[src/rtl/sbtc_pkg.sv]
// Package for the seeded byte-table word cipher core.
// Holds the key rows, the per-lane operation codes and the command type
// passed from the front stage through the queue to the back stage.
package sbtc_pkg;

    localparam int QUEUE_DEPTH = 2;

    localparam logic [7:0] TYPE_XOR      = 8'd0;
    localparam logic [7:0] TYPE_SWAP     = 8'd1;
    localparam logic [7:0] TYPE_ADD      = 8'd2;
    localparam logic [7:0] TYPE_SUB      = 8'd3;
    localparam logic [7:0] TYPE_XOR_ADD  = 8'd4;
    localparam logic [7:0] TYPE_SUB_XOR  = 8'd5;
    localparam logic [7:0] TYPE_ROLLING  = 8'd6;
    localparam logic [7:0] TYPE_SEEDED   = 8'd7;

    localparam logic MODE_DECRYPT = 1'b0;
    localparam logic MODE_ENCRYPT = 1'b1;

    localparam logic [7:0] KEY_ROWS [4][32] = '{
        '{8'h00, 8'h1F, 8'h9B, 8'h69, 8'hA5, 8'h80, 8'h90, 8'hB2,
          8'hD7, 8'h44, 8'hEC, 8'h75, 8'h3B, 8'h62, 8'h0C, 8'hA3,
          8'hA6, 8'hE4, 8'h1F, 8'h4C, 8'h05, 8'hE4, 8'h44, 8'h6E,
          8'hD9, 8'h5B, 8'h34, 8'hE6, 8'h08, 8'h31, 8'h91, 8'h72},
        '{8'h00, 8'hAE, 8'hF3, 8'h7B, 8'h12, 8'hC9, 8'h83, 8'hF0,
          8'hA9, 8'h57, 8'h50, 8'h08, 8'h04, 8'h81, 8'h02, 8'h21,
          8'h96, 8'h09, 8'h0F, 8'h90, 8'hC3, 8'h62, 8'h27, 8'h21,
          8'h3B, 8'h22, 8'h4E, 8'h88, 8'hF5, 8'hC5, 8'h75, 8'h91},
        '{8'h00, 8'hE3, 8'hA2, 8'h45, 8'h40, 8'hE0, 8'h09, 8'hEA,
          8'h42, 8'h65, 8'h1C, 8'hC1, 8'hEB, 8'hB0, 8'h69, 8'h14,
          8'h01, 8'hD2, 8'h8E, 8'hFB, 8'hFA, 8'h86, 8'h09, 8'h95,
          8'h1B, 8'h61, 8'h14, 8'h0E, 8'h99, 8'h21, 8'hEC, 8'h40},
        '{8'h00, 8'h25, 8'h6D, 8'h4F, 8'hC5, 8'hCA, 8'h04, 8'h39,
          8'h3A, 8'h7D, 8'h0D, 8'hF1, 8'h43, 8'h05, 8'h71, 8'h66,
          8'h82, 8'h31, 8'h21, 8'hD8, 8'hFE, 8'h4D, 8'hC2, 8'hC8,
          8'hCC, 8'h09, 8'hA0, 8'h06, 8'h49, 8'hD5, 8'hF1, 8'h83}
    };

    typedef enum logic [3:0] {
        LOP_PASS,
        LOP_NOT,
        LOP_XOR,
        LOP_SWAP_XOR,
        LOP_XOR_SWAP,
        LOP_ADD,
        LOP_SUB,
        LOP_XOR_ADD,
        LOP_SUB_XOR
    } t_lane_op;

    // One classified word: the operation and key bytes of every lane.
    typedef struct packed {
        logic [31:0]          code;
        t_lane_op [3:0]       ops;
        logic [3:0][7:0]      ka;
        logic [3:0][7:0]      kb;
    } t_cmd;

    typedef struct packed {
        logic full;
        logic empty;
    } t_q_status;

    function automatic logic [7:0] key_byte(input logic [1:0] row, input logic [4:0] idx);
        return KEY_ROWS[row][idx];
    endfunction

endpackage

[src/rtl/sbtc_front.sv]
// Front stage: classifies an incoming word by type, mode and seed into one
// command with a lane operation and key bytes per lane. Uses sbtc_pkg.
module sbtc_front
    import sbtc_pkg::*;
(
    input  logic        i_mode,
    input  logic [31:0] i_code_word,
    input  logic [7:0]  i_cipher_type,
    input  logic [7:0]  i_seed_byte,
    output t_cmd        o_cmd
);

    // Primary key row for each lane, types zero through five.
    localparam logic [1:0] PA [6][4] = '{
        '{2'd3, 2'd2, 2'd1, 2'd0},
        '{2'd1, 2'd3, 2'd2, 2'd0},
        '{2'd3, 2'd2, 2'd1, 2'd0},
        '{2'd0, 2'd1, 2'd2, 2'd3},
        '{2'd2, 2'd1, 2'd3, 2'd0},
        '{2'd3, 2'd2, 2'd1, 2'd0}
    };
    localparam logic [1:0] PB [4] = '{2'd0, 2'd3, 2'd2, 2'd1};

    logic [4:0] seed_idx;
    logic [7:0] eff_type;
    logic       enc;
    logic [2:0] type_idx;

    assign seed_idx = i_seed_byte[4:0];
    assign enc      = (i_mode == MODE_ENCRYPT);
    // An odd seed turns the seeded type into the nibble-swap type.
    assign eff_type = ((i_cipher_type == TYPE_SEEDED) && i_seed_byte[0]) ? TYPE_SWAP
                                                                         : i_cipher_type;
    assign type_idx = (eff_type <= TYPE_SUB_XOR) ? eff_type[2:0] : 3'd0;

    always_comb begin
        logic [1:0] rl;
        logic [4:0] ridx;
        o_cmd.code = i_code_word;
        for (int i = 0; i < 4; i++) begin
            rl   = 2'(3 - i);
            ridx = seed_idx + 5'(3 - i);
            o_cmd.ka[i] = key_byte(PA[type_idx][i], seed_idx);
            o_cmd.kb[i] = key_byte(PB[i], seed_idx);
            case (eff_type)
                TYPE_XOR: begin
                    o_cmd.ops[i] = LOP_XOR;
                end
                TYPE_SWAP: begin
                    o_cmd.ops[i] = enc ? LOP_XOR_SWAP : LOP_SWAP_XOR;
                end
                TYPE_ADD: begin
                    o_cmd.ops[i] = enc ? LOP_SUB : LOP_ADD;
                end
                TYPE_SUB: begin
                    o_cmd.ops[i] = enc ? LOP_ADD : LOP_SUB;
                end
                TYPE_XOR_ADD: begin
                    o_cmd.ops[i] = enc ? LOP_SUB_XOR : LOP_XOR_ADD;
                    o_cmd.kb[i]  = o_cmd.ka[i];
                end
                TYPE_SUB_XOR: begin
                    o_cmd.ops[i] = enc ? LOP_XOR_ADD : LOP_SUB_XOR;
                end
                TYPE_ROLLING: begin
                    o_cmd.ka[i] = key_byte(rl, ridx);
                    // Odd lanes add on decrypt, even lanes add on encrypt.
                    if ((i % 2) == 1) begin
                        o_cmd.ops[i] = enc ? LOP_SUB : LOP_ADD;
                    end else begin
                        o_cmd.ops[i] = enc ? LOP_ADD : LOP_SUB;
                    end
                end
                TYPE_SEEDED: begin
                    o_cmd.ops[i] = LOP_NOT;
                end
                default: begin
                    o_cmd.ops[i] = LOP_PASS;
                end
            endcase
        end
    end

endmodule

[src/rtl/sbtc_queue.sv]
// Short command queue between the front and back stages.
// Stores t_cmd entries from sbtc_pkg; depth is QUEUE_DEPTH.
module sbtc_queue
    import sbtc_pkg::*;
(
    input  logic      i_clk,
    input  logic      i_rst_n,
    input  logic      i_push,
    input  t_cmd      i_push_cmd,
    input  logic      i_pop,
    output t_cmd      o_pop_cmd,
    output t_q_status o_status
);

    localparam int PTR_W = (QUEUE_DEPTH > 1) ? $clog2(QUEUE_DEPTH) : 1;
    localparam int CNT_W = $clog2(QUEUE_DEPTH + 1);
    localparam logic [PTR_W-1:0] LAST_PTR = PTR_W'(QUEUE_DEPTH - 1);

    t_cmd             r_mem [QUEUE_DEPTH];
    logic [PTR_W-1:0] r_wr_ptr, n_wr_ptr;
    logic [PTR_W-1:0] r_rd_ptr, n_rd_ptr;
    logic [CNT_W-1:0] r_count, n_count;
    logic             do_push;
    logic             do_pop;

    assign o_status.full  = (r_count == CNT_W'(QUEUE_DEPTH));
    assign o_status.empty = (r_count == '0);
    assign do_push   = i_push && !o_status.full;
    assign do_pop    = i_pop && !o_status.empty;
    assign o_pop_cmd = r_mem[r_rd_ptr];

    always_comb begin
        n_wr_ptr = r_wr_ptr;
        n_rd_ptr = r_rd_ptr;
        n_count  = r_count;
        if (do_push) begin
            n_wr_ptr = (r_wr_ptr == LAST_PTR) ? '0 : r_wr_ptr + 1'b1;
        end
        if (do_pop) begin
            n_rd_ptr = (r_rd_ptr == LAST_PTR) ? '0 : r_rd_ptr + 1'b1;
        end
        if (do_push && !do_pop) begin
            n_count = r_count + 1'b1;
        end else if (do_pop && !do_push) begin
            n_count = r_count - 1'b1;
        end
    end

    always_ff @(posedge i_clk) begin
        if (!i_rst_n) begin
            r_wr_ptr <= '0;
            r_rd_ptr <= '0;
            r_count  <= '0;
        end else begin
            r_wr_ptr <= n_wr_ptr;
            r_rd_ptr <= n_rd_ptr;
            r_count  <= n_count;
        end
    end

    always_ff @(posedge i_clk) begin
        if (do_push) begin
            r_mem[r_wr_ptr] <= i_push_cmd;
        end
    end

endmodule

[src/rtl/sbtc_back.sv]
// Back stage: applies the per-lane byte operations of one command and
// registers the result word with its strobe. Uses sbtc_pkg.
module sbtc_back
    import sbtc_pkg::*;
(
    input  logic        i_clk,
    input  logic        i_rst_n,
    input  logic        i_cmd_valid,
    input  t_cmd        i_cmd,
    output logic        o_result_valid,
    output logic [31:0] o_result_word
);

    logic [31:0] n_result_word;
    logic        r_result_valid;
    logic [31:0] r_result_word;

    always_comb begin
        logic [7:0] v;
        logic [7:0] ka;
        logic [7:0] kb;
        logic [7:0] t;
        for (int i = 0; i < 4; i++) begin
            v  = i_cmd.code[8*i +: 8];
            ka = i_cmd.ka[i];
            kb = i_cmd.kb[i];
            case (i_cmd.ops[i])
                LOP_PASS:     t = v;
                LOP_NOT:      t = ~v;
                LOP_XOR:      t = v ^ ka;
                LOP_SWAP_XOR: t = {v[3:0], v[7:4]} ^ ka;
                LOP_XOR_SWAP: begin
                    t = v ^ ka;
                    t = {t[3:0], t[7:4]};
                end
                LOP_ADD:      t = v + ka;
                LOP_SUB:      t = v - ka;
                LOP_XOR_ADD:  t = (v ^ ka) + kb;
                LOP_SUB_XOR:  t = (v - kb) ^ ka;
                default:      t = v;
            endcase
            n_result_word[8*i +: 8] = t;
        end
    end

    always_ff @(posedge i_clk) begin
        if (!i_rst_n) begin
            r_result_valid <= 1'b0;
        end else begin
            r_result_valid <= i_cmd_valid;
        end
    end

    always_ff @(posedge i_clk) begin
        if (i_cmd_valid) begin
            r_result_word <= n_result_word;
        end
    end

    assign o_result_valid = r_result_valid;
    assign o_result_word  = r_result_word;

endmodule

[src/rtl/seeded_byte_table_word_cipher_core.sv]
// Seeded byte-table word cipher core: front classifier, command queue, back lane unit.
// An accepted word is written into the queue, then its result is registered in the back
// lane unit and shown on o_result_word with o_valid for one cycle.
// Throughput: one word per cycle, set by the back lane unit that pops the queue
// whenever it is not empty. Reset (synchronous, active low) empties the queue and clears
// o_valid; the receiver cannot stall, so busy stays low in normal operation.
module seeded_byte_table_word_cipher_core
    import sbtc_pkg::*;
(
    input  logic        i_clk,
    input  logic        i_rst_n,
    input  logic        start,
    output logic        busy,
    input  logic        i_mode,
    input  logic [31:0] i_code_word,
    input  logic [7:0]  i_cipher_type,
    input  logic [7:0]  i_seed_byte,
    output logic        o_valid,
    output logic [31:0] o_result_word
);

    t_cmd      front_cmd;
    t_cmd      queue_cmd;
    t_q_status q_status;
    logic      accept;
    logic      pop;

    assign busy   = q_status.full;
    assign accept = start && !busy;
    assign pop    = !q_status.empty;

    sbtc_front u_front (
        .i_mode        (i_mode),
        .i_code_word   (i_code_word),
        .i_cipher_type (i_cipher_type),
        .i_seed_byte   (i_seed_byte),
        .o_cmd         (front_cmd)
    );

    sbtc_queue u_queue (
        .i_clk      (i_clk),
        .i_rst_n    (i_rst_n),
        .i_push     (accept),
        .i_push_cmd (front_cmd),
        .i_pop      (pop),
        .o_pop_cmd  (queue_cmd),
        .o_status   (q_status)
    );

    sbtc_back u_back (
        .i_clk          (i_clk),
        .i_rst_n        (i_rst_n),
        .i_cmd_valid    (pop),
        .i_cmd          (queue_cmd),
        .o_result_valid (o_valid),
        .o_result_word  (o_result_word)
    );

endmodule
[config.mk]
export PLATFORM = sky130hd
export DESIGN_NAME = seeded_byte_table_word_cipher_core
export DESIGN_NICKNAME = d
export VERILOG_FILES = /design/src/rtl/sbtc_pkg.sv /design/src/rtl/sbtc_front.sv /design/src/rtl/sbtc_queue.sv /design/src/rtl/sbtc_back.sv /design/src/rtl/seeded_byte_table_word_cipher_core.sv
export SDC_FILE = /design/constraint.sdc
export NUM_CORES = 1
export LEC_CHECK = 0
export CAP_MARGIN = 20
export CORE_MARGIN = 2
export CORE_UTILIZATION = 30
export DETAILED_ROUTE_END_ITERATION = 8
export DONT_BUFFER_PORTS = 1
export PLACE_DENSITY = 0.43
export SYNTH_ARGS = -nofsm -noshare
export SYNTH_HDL_FRONTEND = slang
export SYNTH_SLANG_ARGS = --single-unit
[constraint.sdc]
create_clock -name i_clk -period 8.1 [get_ports i_clk]
set_clock_uncertainty 0.2 [all_clocks]
set_input_delay 0.405 -clock i_clk [delete_from_list [all_inputs] [get_ports i_clk]]
set_output_delay 0.405 -clock i_clk [all_outputs]
set_load 0.1 [all_outputs]
# Word level (Yosys, flattened, before mapping)
# Memories as Yosys holds them, arrays and structs flattened. A register that Yosys moved wholly into a read port is not among the register bits.
# Index checks and enable logic that the tools add are counted.
[totals] reg_bits=37 mem_bits_rw=224 rom_bits=1856 input_bits=52 out_inout_bits=34 word_cells=195 mem_count=9
[mem_list] memory="(name not given)" depth=32 word_bits=8 read_ports=1 rd_clocked_by_memory_dff=0 wr=0 line="sbtc_pkg.sv:65" source="return KEY_ROWS[row][idx];"
[mem_list] memory="(name not given)" depth=32 word_bits=8 read_ports=1 rd_clocked_by_memory_dff=0 wr=0 line="sbtc_pkg.sv:65"
[mem_list] memory="(name not given)" depth=32 word_bits=8 read_ports=1 rd_clocked_by_memory_dff=0 wr=0 line="sbtc_pkg.sv:65"
[mem_list] memory="(name not given)" depth=32 word_bits=8 read_ports=1 rd_clocked_by_memory_dff=0 wr=0 line="sbtc_pkg.sv:65"
[mem_list] memory="(name not given)" depth=32 word_bits=8 read_ports=1 rd_clocked_by_memory_dff=0 wr=0 line="sbtc_pkg.sv:65"
[mem_list] memory="(name not given)" depth=32 word_bits=8 read_ports=1 rd_clocked_by_memory_dff=0 wr=0 line="sbtc_pkg.sv:65"
[mem_list] memory="3 more memories"
[classes] n_addsub=23 order_cmp=10 n_eq_ne=41 n_mux=69 bitwise=25 reduce_logical=13
[ops] op="$bmux 256 s2" count=4
[ops] op="$mux 256" count=8
[ops] op="$mux 8" count=33
[ops] op="$pmux 8 s8" count=4
[ops] op="$bmux 8 s5" count=4
[ops] op="$xor 8x8->8" count=12
[ops] op="$add 8x8->8" count=8
[ops] op="$eq 4x3->1 const B" count=16
[ops] op="$sub 8x8->8" count=8
[ops] op="$pmux 4 s7" count=2
[ops] op="$eq 8x3->1 const B" count=5
[ops] op="$eq 4x2->1 const B" count=8
[ops] op="$not 8->8" count=4
[ops] op="$ge 6x6->1 const B" count=4
[ops] op="$not 5->6" count=4
[ops] op="$eq 4x1->1 const B" count=4
[ops] op="$eq 4x4->1 const B" count=4
[ops] op="$eq 8x2->1 const B" count=2
[ops] op="$ge 3x3->1 const B" count=4
[ops] op="$not 2->3" count=4
[ops] op="$add 5x2->5 const B" count=2
[ops] op="$eq 8x1->1 const B" count=1
[ops] op="$le 8x3->1 const B" count=1
[ops] op="$logic_not 8->1" count=1
[ops] op="16 further kinds" count=34

# Depth between registers and ports, before layout
# Gate-level depths: netlist of run 1.
[logic_depth] ltp_word=17 mapped_depth=21 ltp_nobuf=14

# Hierarchy
# Synthesis of run 1 repeated with hierarchy kept, for this count alone.
[unflattened] hier_cells=3155 area_unflattened_um2=26904.6
[modules_own_cells] module="sbtc_front" instances=1 cells_each=1639 area_each_um2=10138.5 seq_area_each_um2=0.0
[modules_own_cells] module="sbtc_back" instances=1 cells_each=1141 area_each_um2=8436.8 seq_area_each_um2=980.9
[modules_own_cells] module="sbtc_queue" instances=1 cells_each=373 area_each_um2=8311.7 seq_area_each_um2=6826.5
[modules_own_cells] module="seeded_byte_table_word_cipher_core" instances=1 cells_each=2 area_each_um2=17.5 seq_area_each_um2=0.0

# Least setup slack after synthesis of run 1
# OpenSTA, ideal clock, no wires.
[synth_path] kind="register to register" startpoint="reg u_queue.r_count[0]" endpoint="mem u_queue.r_mem[0][0] in the netlist's numbering (enable)" setup_time_ns=0.569 t_arrival_ns=4.951 required_ns=7.331 setup_slack_ns=2.381 path_stages_with_launch=4 n_path_buf=0 period_less_slack_ns=5.719 cell_sequence="dfxtp_1 nand2b_1 nand2_1 nor2_1"
[synth_between] elab_chain_cells=6
[synth_rtl] element="start: declaration" line="sbtc_queue.sv:22" source="logic [CNT_W-1:0] r_count, n_count;"
[synth_rtl] element="start signal: assignment" line="sbtc_queue.sv:57" source="r_count <= n_count;"
[synth_rtl] element="$eq 2x2->1 *" line="sbtc_queue.sv:26" source="assign o_status.full = (r_count == CNT_W'(QUEUE_DEPTH));"
[synth_rtl] element="$logic_not 1->1 *" line="sbtc_queue.sv:28, seeded_byte_table_word_cipher_core.sv:29"
[synth_rtl] element="$logic_and 1x1->1" line="seeded_byte_table_word_cipher_core.sv:29" source="assign accept = start && !busy;"
[synth_rtl] element="$logic_and 1x1->1 *" line="sbtc_queue.sv:28" source="assign do_push = i_push && !o_status.full;"
[synth_rtl] element="$mux 1 *" line="sbtc_queue.sv:62" source="if (do_push) begin"
[synth_rtl] element="$mux 1 (implied by the code) *" line="sbtc_queue.sv:63" source="r_mem[r_wr_ptr] <= i_push_cmd;"
[synth_rtl] element="end: declaration" line="sbtc_queue.sv:19" source="t_cmd r_mem [QUEUE_DEPTH];"
# Every way passes the cells marked *; elsewhere a longest branch is shown, timed or not.

==> results.json, run 1 <==
{
  "min_from": "start",
  "finalSetupViolations": 0,
  "first_global_vias": 23600,
  "post_cts_buffers": 0,
  "whs_ps": 44.8,
  "worstSetupStartpointType": "register",
  "clk_pin_slew_ps": 60,
  "synth.top_cells.by_count": "a21oi_1 (306), nor2_1 (281), nand2_1 (280)",
  "ios": 86,
  "wl_um": 107000,
  "synth.most_common_cell": "a21oi_1",
  "holdCritPathClass": "in2reg",
  "worstReg2RegEnd": "u_back.o_result_word[14]",
  "ys_ff_latch": 246,
  "clock-sinks": 246,
  "start_util": 0.303,
  "vias": 25100,
  "grt_overflow": 0,
  "grt_use_total": 0.231,
  "cp_max_fo": 46,
  "yosys_most_used_dff": "edfxtp_1",
  "tns_ps": 0,
  "port_buffers": 0,
  "ff2ff_path_depth": 15,
  "insertedDiodeCount": 0,
  "num_rows": 107,
  "drt_drc_violations_left": 0,
  "ctsResizeCount": 0,
  "grt_pass1_wl_um": 158000,
  "synth_top_area_share": 0.279,
  "crit_path_end_kind": "register",
  "ys_seq_area_frac": 0.284,
  "globalplace.congestion": 0.945,
  "drive_gt1_frac": 0.0529,
  "holdPathEnd": "u_queue.r_wr_ptr",
  "async_flop_share": 0,
  "fin_crit_sh": 0.594,
  "cts_buffer_depth": 3,
  "cts_htree_levels": 1,
  "synth-warning-count": 0,
  "die_w_um": 297,
  "hold_depth": 3,
  "max_freq_mhz": 208,
  "p_leak_nw": 10.0,
  "die_y_um": 297,
  "postCtsHoldBufs": 35,
  "rsz0062_at_grt": "no",
  "routed_via_density": 6.02,
  "maxCapViolations": 0,
  "cts_buffers": 27,
  "cp.required_ps": 8170,
  "netlist_instances": 3137,
  "outcome": "complete, no violations",
  "syn_to_final_growth_pct": 7.87,
  "antenna_found_initial": 2,
  "coreArea_sq_um": 85300,
  "worst_ep_arrival_time_ps": 4880,
  "drtIter0Drc": 2815,
  "max_slew_margin": 0.262,
  "ant_nets": 0,
  "dr.pass1.iters": 6,
  "regToRegSetupSlack_ps": 3290,
  "syn-cell-area_sq_um": 25800,
  "synth_top_area_cell": "edfxtp_1",
  "synth_edf_count": 240,
  "avgSynthCellArea_sq_um": 8.23,
  "die_area_sq_um": 88400,
  "dp.final_hpwl_um": 76500,
  "clk_latency_ps": 560,
  "period_minus_slack_ps": 4810,
  "dp.cells": 4080,
  "drv_slew": 0,
  "final_cell_count_no_fill": 4167,
  "synth_area_leaders": "edfxtp_1 (28%), ha_1 (7.4%), a21oi_1 (5.9%)",
  "cts_tree": "yes",
  "worst_pin_slew_ps": 1100,
  "wire_per_inst_um": 25.7,
  "grt_start_max_net_pins": 230,
  "path_class": "reg2reg",
  "cts_root_buf": "clkbuf_16",
  "fin_nets": 3221,
  "vdd_drop_max_v": 0.000224,
  "hold_violations": 0,
  "mappedNetlistNets": 3354,
  "synth_cell_types": 86,
  "totalPowerFinal_w": 0.00844,
  "powerDensity_nw_per_um2": 303
}
-- routing by layer --
metal | vias to the layer above | track usage | wire length (um)
met5 | - | 0 | 0
met4 | 0 | 0.0737 | 3540
met3 | 193 | 0.0315 | 8280
met2 | 1171 | 0.366 | 47900
met1 | 12200 | 0.324 | 47200
li1 | 11500 | - | -
-- state kept, by name, summed over array words and instances, names as in the netlist, named ones only --
name / flops
u_queue.r_rd_ptr: 1
u_back.o_result_valid: 1
u_queue.r_wr_ptr: 1
u_back.o_result_word: 32
u_queue.r_mem: 208
u_queue.r_count: 2
-- cell families after synthesis --
kind of cell | count (synthesis) | synth area share
simple gates | 899 | 0.161
fa+ha+maj | 165 | 0.0837
mux | 161 | 0.0712
buf+inv | 368 | 0.0590
compound gates | 1114 | 0.279
flops | 246 | 0.284
xor+xnor | 184 | 0.0624
-- power by group --
part           switching [W]  internal, W  leakage [nW]
Combinational        0.00285      0.00176          7.26
Clock               0.000521     0.000739         0.434
Sequential          0.000803      0.00176          2.31
Total                0.00418      0.00426          10.0
-- through the flow --
step / utilization / worst slack, ps / area (sq um)
floorplan: - / 2380 / 25800
detailed placement: 0.312 / 2840 / 26600
global placement: 0.312 / 2850 / 26600
CTS: 0.326 / 3270 / 27800
finish: 0.327 / 3290 / 27900
global route: 0.327 / 2980 / 27900
-- worst max-delay path, cell delays in order (launching register included) --
cell and delay (ps):
dfxtp_4 750, buf_4 530, mux2i_1 440, inv_1 150, ha_1 360, inv_1 70
ha_1 240, inv_1 90, fa_1 440, nor2b_1 150, o21ai_0 110, a21boi_0 280
o21a_1 160, o21ai_0 70, a311oi_1 280, o22ai_1 140
-- layout by cell type, fill, tap and decap left out, types with 54 or more instances in the layout --
cell type	netlist	routed
a21oi_1	306	306
nand2_1	280	280
nor2_1	281	278
o21ai_0	247	247
edfxtp_1	240	240
ha_1	152	152
mux2i_1	123	123
inv_1	118	116
xnor2_1	116	115
a211oi_1	78	78
xor2_1	68	68
nor3_1	62	61
nand3_1	54	54
-- cell type report --
class	count	area (sq um)
inverters	123	462
multi-input cells	2523	17000
fillers	9015	57400
well taps	1144	1430
clock buffers	29	683
repair buffers	83	731
flip-flops and latches	246	7330
clock inverters	19	209
-- how the worst max path moves through the flow --
stage,start,end,depth (start not counted)
2_1_floorplan,u_queue.r_count[0],u_queue.r_mem[0][0],3
3_3_place_gp,i_cipher_type[3],u_queue.r_mem[0][42],13
3_5_place_dp,i_cipher_type[3],u_queue.r_mem[1][42],13
4_1_cts,register,u_back.o_result_word[15],13
5_1_grt,register,u_back.o_result_word[14],15
6_report,register,u_back.o_result_word[14],15
Power figures use the tool's default switching activity.
==> run 2: changes to the inputs <==
--- a/config.mk
+++ b/config.mk
@@ -5,12 +5,13 @@
 export SDC_FILE = /design/constraint.sdc
 export NUM_CORES = 1
 export LEC_CHECK = 0
+export ABC_AREA = 1
 export CAP_MARGIN = 20
 export CORE_MARGIN = 2
 export CORE_UTILIZATION = 30
 export DETAILED_ROUTE_END_ITERATION = 8
 export DONT_BUFFER_PORTS = 1
-export PLACE_DENSITY = 0.43
+export PLACE_DENSITY = 0.44
 export SYNTH_ARGS = -nofsm -noshare
 export SYNTH_HDL_FRONTEND = slang
 export SYNTH_SLANG_ARGS = --single-unit
==> constraint.sdc (replaced) <==
create_clock -name i_clk -period 4.3 [get_ports i_clk]
set_clock_uncertainty 0.2 [all_clocks]
set_input_delay 0.215 -clock i_clk [delete_from_list [all_inputs] [get_ports i_clk]]
set_output_delay 0.215 -clock i_clk [all_outputs]
set_load 0.1 [all_outputs]
==> run 2 against run 1 <==
Synthesized cell count increased by 16%. Worst setup slack got worse by 2900 ps. Worst hold slack got worse by 5.7 ps. First-iteration DRC count increased by 1.4%. Global-route usage increased by 0.81 points. Sequential cell count unchanged. Power increased by 130%.
==> results.json, run 2 <==
{
  "outcome": "complete, no violations",
  "cp_num_buf_inv": 3,
  "grt_pass1_wl_um": 157000,
  "p_leak_nw": 12.4,
  "drtIter0Drc": 2855,
  "dr.pass1.iters": 5,
  "dp.final_hpwl_um": 76700,
  "fillers": 9081,
  "antenna_found_initial": 0,
  "worst_ep_arrival_time_ps": 4000,
  "place_area_sq_um": 26200,
  "ios": 86,
  "port_buffers": 0,
  "worst_path_max_delay_cell": "dfxtp_4",
  "worst_pin_slew_ps": 1200,
  "max_freq_mhz": 256,
  "cp_max_fo": 36,
  "first_global_vias": 24700,
  "path_cells": "buf_12 > nand2_1 > o21a_1 > inv_1 > ha_1 > inv_1 > nor2_1 > nand2_1 > o31ai_1 > xor2_1 > ha_1 > a21oi_1 > o21ai_0 > a31oi_1 > nand3_1 > nand3_1 > nand2_1 > nor2_1 > nand3_1",
  "wire_per_inst_um": 22.0,
  "final_common_cell": "nand2_1",
  "pwr-share-comb": 0.630,
  "synth_top_area_cell": "edfxtp_1",
  "die_w_um": 292,
  "internal_power_w": 0.00883,
  "syn-cell-area_sq_um": 24800,
  "tns_ps": 0,
  "num_rows": 105,
  "globalplace.congestion": 0.984,
  "seqPwrFrac": 0.248,
  "wl_um": 105000,
  "totalPowerFinal_w": 0.0192,
  "crit_path_end_kind": "register",
  "final_cell_mix": "nand2_1 (1030), inv_1 (425), nor2_1 (286)",
  "clk_pin_slew_ps": 60,
  "vdd_drop_max_v": 0.000283,
  "insertedDiodeCount": 0,
  "mappedNetlistNets": 3859,
  "cp.required_ps": 4400,
  "synth_xor_area_frac": 0.0284,
  "ys_ff_latch": 246,
  "powerDensity_nw_per_um2": 696,
  "synth_fa_ha_area_frac": 0.0871,
  "synth_simple_gate_area_frac": 0.283,
  "p_switching_w": 0.0104,
  "coreArea_sq_um": 82000,
  "ys_seq_area_frac": 0.295,
  "synth.area.mux_share": 0.00222,
  "largest_reg_flops": 208,
  "routed_via_density": 5.43,
  "cts_root_buf": "clkbuf_16",
  "cts_tree": "yes",
  "fin_crit_sh": 0.908,
  "netlist_instances": 3642,
  "switching_share": 0.541,
  "start_util": 0.303,
  "worstSetupStartpointType": "register",
  "grt_overflow": 0,
  "grt_start_max_net_pins": 81,
  "fin_util": 0.337,
  "die_area_sq_um": 85000,
  "syn_to_final_growth_pct": 11.4,
  "synth_top_area_share": 0.290,
  "yosys_most_used_dff": "edfxtp_1",
  "cts_buffers": 29,
  "async_flop_share": 0,
  "clk_latency_ps": 570,
  "hold_violations": 0,
  "final_area_sq_um": 27600,
  "rsz0062_at_grt": "no",
  "seq_area_sq_um": 7330,
  "post_cts_buffers": 0,
  "clock-sinks": 246,
  "synth_cell_types": 67,
  "drt_drc_violations_left": 0,
  "fin_nets": 3880,
  "synth-warning-count": 0,
  "drive_gt1_frac": 0.0687,
  "synth.top_cells.by_count": "nand2_1 (1031), inv_1 (429), nor2_1 (290)",
  "cpPeakStageDelay_ps": 620,
  "synth_edf_count": 240,
  "avgSynthCellArea_sq_um": 6.81,
  "period_minus_slack_ps": 3900,
  "multi_input_area_sq_um": 15000,
  "top_register": "u_queue.r_mem",
  "p_clk_frac": 0.121,
  "maxCapViolations": 0,
  "holdCritPathClass": "in2reg",
  "drv_slew": 0,
  "path_class": "reg2reg",
  "cts_buffer_depth": 3,
  "cts_htree_levels": 1,
  "die_y_um": 292,
  "vias": 25800,
  "ant_nets": 0,
  "finalSetupViolations": 0,
  "cp_top_family": "compound AO/OA/AOI/OAI gates",
  "grt_use_total": 0.239,
  "synth.most_common_cell": "nand2_1",
  "synth_compound_area_frac": 0.204,
  "max_slew_margin": 0.201,
  "synth_top_family_by_area": "simple AND/OR/NAND/NOR gates",
  "synth_area_leaders": "edfxtp_1 (29%), nand2_1 (16%), ha_1 (7.7%)"
}
[run 2: cell types whose count changed after synthesis, sizes merged, moves of 77 or more]
cell	previous run	this run
nand3	54	258
mux2i	123	1
o21ai	250	349
nand2	280	1036
inv	120	436
a21oi	307	225
xnor2	116	39
[run 2: final timing paths]
kind / depth (start not counted) / to / from / slack [ps]
worst min-delay path: 7 / u_queue.r_mem[1][29] / i_seed_byte[0] / 40
worst max-delay path: 19 / u_back.o_result_word[7] / register / 400
worst max register to register: 19 / u_back.o_result_word[7] / register / 400
worst min register to register: 1 / register / u_queue.r_rd_ptr / 250
[run 2: final cells by class]
| class | count | share of cell area |
|---|---|---|
| clock buffers | 36 | 0.0272 |
| flip-flops and latches | 246 | 0.265 |
| multi-input cells | 2790 | 0.544 |
| repair buffers | 152 | 0.0492 |
| inverters | 444 | 0.0603 |
| clock inverters | 17 | 0.00534 |
| well taps | 1070 | 0.0484 |
[run 2: tightest hold or removal path: stages]
cell	delay, ps
nand2_1	50
a31oi_1	60
nand2_1	60
nand2_1	40
nand2_1	120
nand2_1	70
nand2_1	70
[run 2: power groups by stage]
stage          clock network (W)  logic (W)  registers, W
4_1_cts                  0.00243     0.0121       0.00479
3_3_place_gp                   0     0.0120       0.00483
6_report                 0.00234     0.0121       0.00478
5_1_grt                  0.00251     0.0136       0.00483
3_5_place_dp                   0     0.0119       0.00483
2_1_floorplan                  0    0.00892       0.00475
[run 2: cell families after synthesis]
logic type                 count (synthesis)
and+or+nand+nor                         1707
adders and majority gates                165
DFF                                      246
xor gates and xnor gates                  77
buffers and inverters                    606
muxes                                      5
AOI/OAI and AO/OA                        836
[run 2: routing by layer]
metal	part of all wire	wire length, um	track usage
met5	0	0	0
met4	0.045	4750	0.0979
met3	0.072	7550	0.0288
met2	0.44	46200	0.382
met1	0.44	46300	0.327
[run 2: per-stage QoR]
step / instances / worst slack [ps] / hold WS, ps
finish: 4755 / 397 / 39.1
global route: 4755 / 35.9 / 40.5
CTS: 4755 / 367 / 0.426
detailed placement: 4654 / 90.6 / 114
global placement: 4654 / 112 / 114
floorplan: 3642 / 148 / 114
[run 2: repair_timing]
| item | in CTS | in global routing |
|---|---|---|
| hold buffers | 48 | 0 |
| endpoints found under the setup margin | 0 | 1 |
| endpoints found under the hold margin | 142 | 0 |
| gates resized for setup | 0 | 1 |
